File: config.mk
export PLATFORM = sky130hd
export DESIGN_NAME = bps_ctrl
export DESIGN_NICKNAME = d
export VERILOG_FILES = /design/src/hw/rtl/bps_pkg.sv /design/src/hw/rtl/bps_ctrl.sv
export SDC_FILE = /design/constraint.sdc
export NUM_CORES = 1
export LEC_CHECK = 0
export BUFFER_PORTS_ARGS = -buffer_cell sky130_fd_sc_hd__buf_2
export CAP_MARGIN = 20
export CORE_AREA = 2 2 39 41
export CTS_CLUSTER_DIAMETER = 40
export DETAILED_ROUTE_END_ITERATION = 7
export DIE_AREA = 0 0 41 43
export GPL_TIMING_DRIVEN = 0
export PLACE_DENSITY = 0.86
export SKIP_LAST_GASP = 1
export SLEW_MARGIN = 5
export SYNTH_ARGS = -nofsm -noshare
export SYNTH_HDL_FRONTEND = slang
export SYNTH_SLANG_ARGS = --single-unit
File: constraint.sdc
create_clock -name clk_i -period 2.8 [get_ports clk_i]
set_input_delay 0.84 -clock clk_i [delete_from_list [all_inputs] [get_ports clk_i]]
set_output_delay 0.84 -clock clk_i [all_outputs]
set_load 0.02 [all_outputs]
File: src/hw/rtl/bps_pkg.sv
`timescale 1ns / 1ps
package bps_pkg;
  localparam int unsigned MaxWidth  = 256;
  localparam int unsigned MaxHeight = 256;
  localparam int unsigned MaxArea   = 15;
  localparam int unsigned FracBits  = 8;
  localparam int unsigned PosW      = 17;
  localparam int unsigned SizeW     = 4;
  localparam int unsigned DimW      = 9;

  localparam logic [1:0] OpWrite    = 2'd0;
  localparam logic [1:0] OpBilinear = 2'd1;
  localparam logic [1:0] OpArea     = 2'd2;

  localparam logic [1:0] RegWidth  = 2'd0;
  localparam logic [1:0] RegHeight = 2'd1;
  localparam logic [1:0] RegLoaded = 2'd2;

  // controller to datapath
  typedef struct packed {
    logic       load;      // capture the accepted item
    logic       win_init;  // start window at top-left offset
    logic       win_step;  // advance window position
    logic [1:0] rd_sel;    // which neighbor to read
    logic       rd_en;
    logic       mac;       // fold read pixel into blend
    logic       acc;       // accumulate finished sample
    logic       div_start;
    logic       div_step;
    logic       finish;    // move result into output register
  } bps_cmd_t;

  // datapath to controller
  typedef struct packed {
    logic op_write;
    logic op_sample;
    logic op_area;
    logic area_ok;   // loaded and size nonzero
    logic pos_ok;    // current window position valid
    logic win_last;
    logic div_done;
  } bps_sts_t;
endpackage

File: src/hw/rtl/bps_ctrl.sv
`timescale 1ns / 1ps
module bps_ctrl (
  input  logic              clk_i,
  input  logic              rst_ni,
  input  logic              in_valid_i,
  output logic              in_ready_o,
  input  logic              out_ready_i,
  output logic              out_valid_o,
  input  bps_pkg::bps_sts_t sts_i,
  output bps_pkg::bps_cmd_t cmd_o
);
  typedef enum logic [3:0] {
    StIdle, StDecode, StCheck, StRead, StBlend, StAcc, StDiv, StDone, StOut
  } state_e;

  state_e     state_q, state_d;
  logic [1:0] nb_q, nb_d;
  logic       out_valid_q, out_valid_d;

  assign in_ready_o  = (state_q == StIdle);
  assign out_valid_o = out_valid_q;

  always_comb begin
    state_d     = state_q;
    nb_d        = nb_q;
    out_valid_d = out_valid_q;
    cmd_o       = '0;
    if (out_valid_q && out_ready_i) out_valid_d = 1'b0;
    case (state_q)
      StIdle: begin
        if (in_valid_i) begin
          cmd_o.load = 1'b1;
          state_d    = StDecode;
        end
      end
      StDecode: begin
        cmd_o.win_init = 1'b1;
        if (sts_i.op_write) begin
          state_d = StIdle;
        end else if (sts_i.op_sample || (sts_i.op_area && sts_i.area_ok)) begin
          state_d = StCheck;
        end else if (sts_i.op_area) begin
          state_d = StDone;
        end else begin
          state_d = StIdle;
        end
      end
      StCheck: begin
        nb_d = 2'd0;
        if (sts_i.pos_ok) begin
          state_d = StRead;
        end else if (sts_i.win_last) begin
          state_d = StDone;
        end else begin
          cmd_o.win_step = 1'b1;
        end
      end
      StRead: begin
        cmd_o.rd_en  = 1'b1;
        cmd_o.rd_sel = nb_q;
        state_d      = StBlend;
      end
      StBlend: begin
        cmd_o.mac    = 1'b1;
        cmd_o.rd_sel = nb_q;
        nb_d         = nb_q + 2'd1;
        state_d      = (nb_q == 2'd3) ? StAcc : StRead;
      end
      StAcc: begin
        cmd_o.acc = 1'b1;
        if (sts_i.win_last) begin
          state_d = StDone;
        end else begin
          cmd_o.win_step = 1'b1;
          state_d        = StCheck;
        end
      end
      StDone: begin
        cmd_o.div_start = 1'b1;
        state_d         = StDiv;
      end
      StDiv: begin
        cmd_o.div_step = 1'b1;
        if (sts_i.div_done) state_d = StOut;
      end
      StOut: begin
        if (!out_valid_q || out_ready_i) begin
          cmd_o.finish = 1'b1;
          out_valid_d  = 1'b1;
          state_d      = StIdle;
        end
      end
      default: state_d = StIdle;
    endcase
  end

  always_ff @(posedge clk_i or negedge rst_ni) begin
    if (!rst_ni) begin
      state_q     <= StIdle;
      nb_q        <= 2'd0;
      out_valid_q <= 1'b0;
    end else begin
      state_q     <= state_d;
      nb_q        <= nb_d;
      out_valid_q <= out_valid_d;
    end
  end
endmodule

==> flow_summary.toml, run 1 <==
[clocking]
ctsHtreeMaxLevel = 1
cts.repair.resized = 0
cts_inserted_buffers = 3
cts-root-buf = "clkbuf_4"
post_cts.repair.setup_buffers = 0
cts.sinks = 7
path_clk_slew_ns = 0.05
worstSkewPairLatency_ns = 0.25
ctsLongestPathBuffers = 2
cts_hold_buffers = 0
cts_tree = "done"

[cells_and_area]
area_growth_pct = 26.2
fin_nets = 106
drive_gt1_share_pct = 41.9
final_cell_mix = "buf_2, dfrtp_1, nor3_1, inv_1, a22o_1"
antenna_cells = 0
final_common_cell = "buf_2"
final_cells = 109

[yosys]
netlist_instances = 67
synth_ff_type = "dfrtp_1"
syn_area_um2 = 602
syn_area_per_cell_um2 = 8.98
yosys_warnings = 0
synth-seq-area-share_pct = 29.1
synth.net_count = 79
ys_ff_latch = 7
synth_cell_type_count = 37
synth_edf_count = 0
postSynth.asyncResetShare_pct = 100

[critical_path]
cp.arrival_ns = 1.82
crit_family = "simple AND/OR/NAND/NOR gates"
cp_common_cell = "buf_2"
path_class = "in2out"
slowest_delay_ns = 0.48
start_kind = "primary input"
critPathMaxFanout = 3
critPathBufInv = 2
required_ns = 1.96
slowest_stage = "or4_1"
cp_cell_sequence = "buf_2 -> or4_1 -> nor2_2 -> a21o_1 -> buf_2"
cp-end-kind = "primary output"

[pwr]
clkPwrFrac_pct = 12.1
sw_frac_of_total_pct = 46.0
p_leak_nw = 0.397
peakVddDrop_uv = 446
comb_power_share_pct = 63.4
seqPwrFrac_pct = 24.5
powerDensity_mw_per_mm2 = 984
switchingPower_mw = 0.344
p_int_mw = 0.403

[global_routing]
overflow = 0
grt_max_degree = 11
grt_pass1_wl_um = 2190
antenna_found_initial = 0
grt_pass1_vias = 552
grt_use_total_pct = 18.2

[floorplan]
rows = 14
die_y_um = 43
fp.dieArea_mm2 = 0.00176
coreArea_mm2 = 0.00138
io_pins = 24
initial_utilization_pct = 43.5
fp.dieW_um = 41

[detailed_routing]
wl_per_cell_um = 12.2
routed_wl_um = 1330
detail_route.iter0.violations = 15
viasPerCell = 5.51
drc = 0
vias = 601
firstDrtPassIters = 4
ant_nets = 0

[placement]
dp_hpwl_um = 1030
place_inst = 106
gp_congestion = 0.797
io_buffers = 23

[outcome]
status = "complete, no violations"

[min_path]
hold_class = "in2async"

[sta]
worst_slew_pin_slew_ns = 0.443
maxSlewViolCount = 0
timing.slew.headroom_pct = 70.5
period_needed_ns = 2.66
finalClockSkew_ns = 0.00265
fmaxAchievable_ghz = 0.376
hold_violations = 0
setup_tns_ns = 0
period_share_pct = 94.9
setup_viol = 0
rsz0062_at_grt = "no"

[run]
maxCapViolCount = 0
[layer usage]
layer	part of all wire [%]	vias to the layer above	wire, um	global-route usage, %
li1	-	305	-	-
met1	44	273	584	21.5
met2	49	23	655	29.4
met3	6.6	0	87	9.42
met4	0	0	0	2.00
met5	0	-	0	0
[through the flow]
step / total power, mW / setup slack [ns] / util, % / hold slack (ns) / instance area [um^2]
after floorplan: 0.544 / 0.305 / - / 0.506 / 602
after global placement: 0.650 / 0.152 / 53.3 / 0.539 / 737
after detailed placement: 0.662 / 0.143 / 53.3 / 0.542 / 737
after CTS: 0.758 / 0.0617 / 55.2 / 0.407 / 763
after global routing: 0.817 / 0.0669 / 54.9 / 0.405 / 759
final: 0.748 / 0.142 / 54.9 / 0.409 / 759
[power groups by stage]
stage | sequential, mW | combinational [mW] | clock [mW]
5_1_grt | 0.192 | 0.522 | 0.103
4_1_cts | 0.168 | 0.495 | 0.0945
3_5_place_dp | 0.169 | 0.493 | 0
3_3_place_gp | 0.169 | 0.481 | 0
2_1_floorplan | 0.163 | 0.381 | 0
6_report | 0.183 | 0.474 | 0.0902
[cell type report]
type,count,area [um^2]
fill,128,624
multi-input combinational,50,379
sequential,7,175
timing repair buffer,23,115
buffer,5,28.8
clock buffer,4,26.3
tap,16,20.0
inverter,4,15.0
[synthesized netlist by cell type, types with 2 or more instances]
master    number  area [um^2]
dfrtp_1        7          175
a22o_1         4         35.0
inv_1          4         15.0
nor3_1         4         20.0
a21oi_1        3         15.0
and2_1         3         18.8
clkbuf_1       3         11.3
nand2b_1       3         18.8
nor2_1         3         11.3
buf_2          2         10.0
mux2_2         2         22.5
nand2_1        2         7.51
nor4_1         2         12.5
o22ai_1        2         12.5
[flip-flops by register name (all words and copies together) (netlist names)]
name         count
nb_q             2
out_valid_o      1
state_q          4
[cells by family after synthesis]
kind of cell | after synthesis | share of synthesized area (%)
multiplexers | 3 | 5.61
AND/OR/NAND/NOR | 29 | 33.7
AO/OA/AOI/OAI | 17 | 21.6
flip-flops | 7 | 29.1
buffers and inverters | 10 | 7.90
adder cells (fa/ha/maj) | 1 | 2.08
[final timing paths]
path | slack (ns) | endpoint | startpoint | cells past startpoint
max in group asynchronous | 2.24 | nb_q[0] | rst_ni | 1
min in group clk_i | 0.56 | nb_q[1] | nb_q[1] | 1
min reg2reg | 0.56 | nb_q[1] | nb_q[1] | 1
min | 0.41 | state_q[3] | rst_ni | 1
max reg2reg | 0.95 | state_q[1] | state_q[0] | 4
max | 0.14 | cmd_o[8] | sts_i[1] | 5
Note: power is estimated with default switching activity, not from simulation.
==> inputs of run 2 (changes only) <==
- REMOVE_ABC_BUFFERS: unset -> 1
==> run 2 against run 1 <==
Compared with the run above:
- sequential share of layout area up 1.0 points
- via count down 4.3%
- non-clock buffer count down 5
- sequential power up 37%
- power down 4.2%
- critical path depth unchanged
- global-route usage down 0.73 points
- sequential cell count unchanged
- first-iteration DRC count down 60%
- critical path type unchanged
- largest power group unchanged
==> flow_summary.toml, run 2 (synthesis results as in run 1) <==
[sta]
holdWs_ns = 0.416
period_needed_ns = 2.66
setup_tns_ns = 0
maxSlewViolCount = 0
period_share_pct = 95.1
fmaxAchievable_ghz = 0.376
timing.slew.headroom_pct = 61.4
rsz0062_at_grt = "no"
setup_viol = 0
worst_slew_pin_slew_ns = 0.578
finalClockSkew_ns = 0.000927
hold_violations = 0

[cells_and_area]
final_cell_mix = "buf_2, dfrtp_1, nor3_1, inv_1, a22o_1"
drive_gt1_share_pct = 42.0
top_register = "state_q"
antenna_cells = 0
final_common_cell = "buf_2"
fin_nets = 101
nFillCells = 137
area_growth_pct = 21.6
largest_reg_flops = 4

[detailed_routing]
ant_nets = 0
detail_route.iter0.violations = 6
wl_per_cell_um = 12.3
firstDrtPassIters = 2
vias = 575
routed_wl_um = 1280
viasPerCell = 5.53
drc = 0

[critical_path]
critPathMaxFanout = 3
path_class = "in2out"
cp.arrival_ns = 1.82
start_kind = "primary input"
worstRegToRegCells = 4
required_ns = 1.96
cp-end-kind = "primary output"
rr_startpoint = "state_q[1]"
r2r_end = "state_q[1]"
cp-startpoint = "sts_i[1]"
r2r_slack_ns = 0.92

[pwr]
powerDensity_mw_per_mm2 = 978
peakVddDrop_uv = 360
p_leak_nw = 0.377

[clocking]
cts_inserted_buffers = 3
post_cts.repair.setup_buffers = 0
path_clk_slew_ns = 0.05
ctsLongestPathBuffers = 2
cts_tree = "done"
cts-root-buf = "clkbuf_4"
cts.sinks = 7
worstSkewPairLatency_ns = 0.24
ctsHtreeMaxLevel = 1

[global_routing]
antenna_found_initial = 0
grt_use_total_pct = 17.5
grt_pass1_wl_um = 2190
grt_max_degree = 21
grt_pass1_vias = 529
overflow = 0

[run]
maxCapViolCount = 0

[min_path]
hold_class = "in2async"

[floorplan]
fp.dieArea_mm2 = 0.00176
die_y_um = 43
io_pins = 24
fp.dieW_um = 41
coreArea_mm2 = 0.00138
initial_utilization_pct = 43.5
rows = 14

[placement]
gp_congestion = 0.802
io_buffers = 23
dp_hpwl_um = 946

[outcome]
status = "complete, no violations"
-- run 2: cell types whose count changed in the layout (fill, tap and decap cells not counted), sizes merged --
cell and change:
buf -3, clkbuf -2
-- run 2: metal layers --
layer  wire length, um  global-route usage (%)  up-vias
met5                 0                       0        -
met4                13                    7.33        0
met3                38                    3.14        2
met2               612                    26.9       12
met1               617                    23.0      267
li1                  -                       -      294
-- run 2: worst max path at each step --
stage,end,slack [ns],cells past startpoint
2_1_floorplan,cmd_o[10],0.24,2
3_3_place_gp,cmd_o[8],0.15,5
3_5_place_dp,cmd_o[8],0.13,5
4_1_cts,cmd_o[7],0.09,4
5_1_grt,cmd_o[7],0.02,4
6_report,cmd_o[8],0.14,5
-- run 2: timing repair --
| item | in CTS | in global routing |
|---|---|---|
| hold buffers | 0 | 0 |
| setup endpoints to repair | 0 | 2 |
| resized for setup | 0 | 1 |
-- run 2: final cells by class --
type | count | area [um^2] | share of cell area (%)
Clock buffer | 4 | 26.3 | 3.59
Inverter | 4 | 15.0 | 2.05
Multi-Input combinational cell | 50 | 379 | 51.8
Sequential cell | 7 | 176 | 24.1
Tap cell | 16 | 20.0 | 2.74
Timing Repair Buffer | 23 | 115 | 15.7
-- run 2: worst max-delay path: stages --
cell    delay [ns]
buf_2         0.11
or4_1         0.48
nor2_2        0.15
a21o_1        0.10
buf_2         0.15
-- run 2: power by group --
| part | internal [mW] | leakage (nW) | switching (mW) |
|---|---|---|---|
| logic | 0.191 | 0.272 | 0.188 |
| registers | 0.136 | 0.0901 | 0.114 |
| clock network | 0.0541 | 0.0150 | 0.0332 |
-- run 2: stage by stage --
step | area (um^2) | util, % | setup WS, ns | std cells | total power, mW
after floorplan | 569 | - | 0.240 | 61 | 0.512
after global placement | 704 | 50.9 | 0.145 | 100 | 0.611
after detailed placement | 704 | 50.9 | 0.131 | 100 | 0.628
after CTS | 731 | 52.8 | 0.0947 | 104 | 0.715
after global routing | 732 | 52.9 | 0.0187 | 104 | 0.770
final | 732 | 52.9 | 0.137 | 104 | 0.716
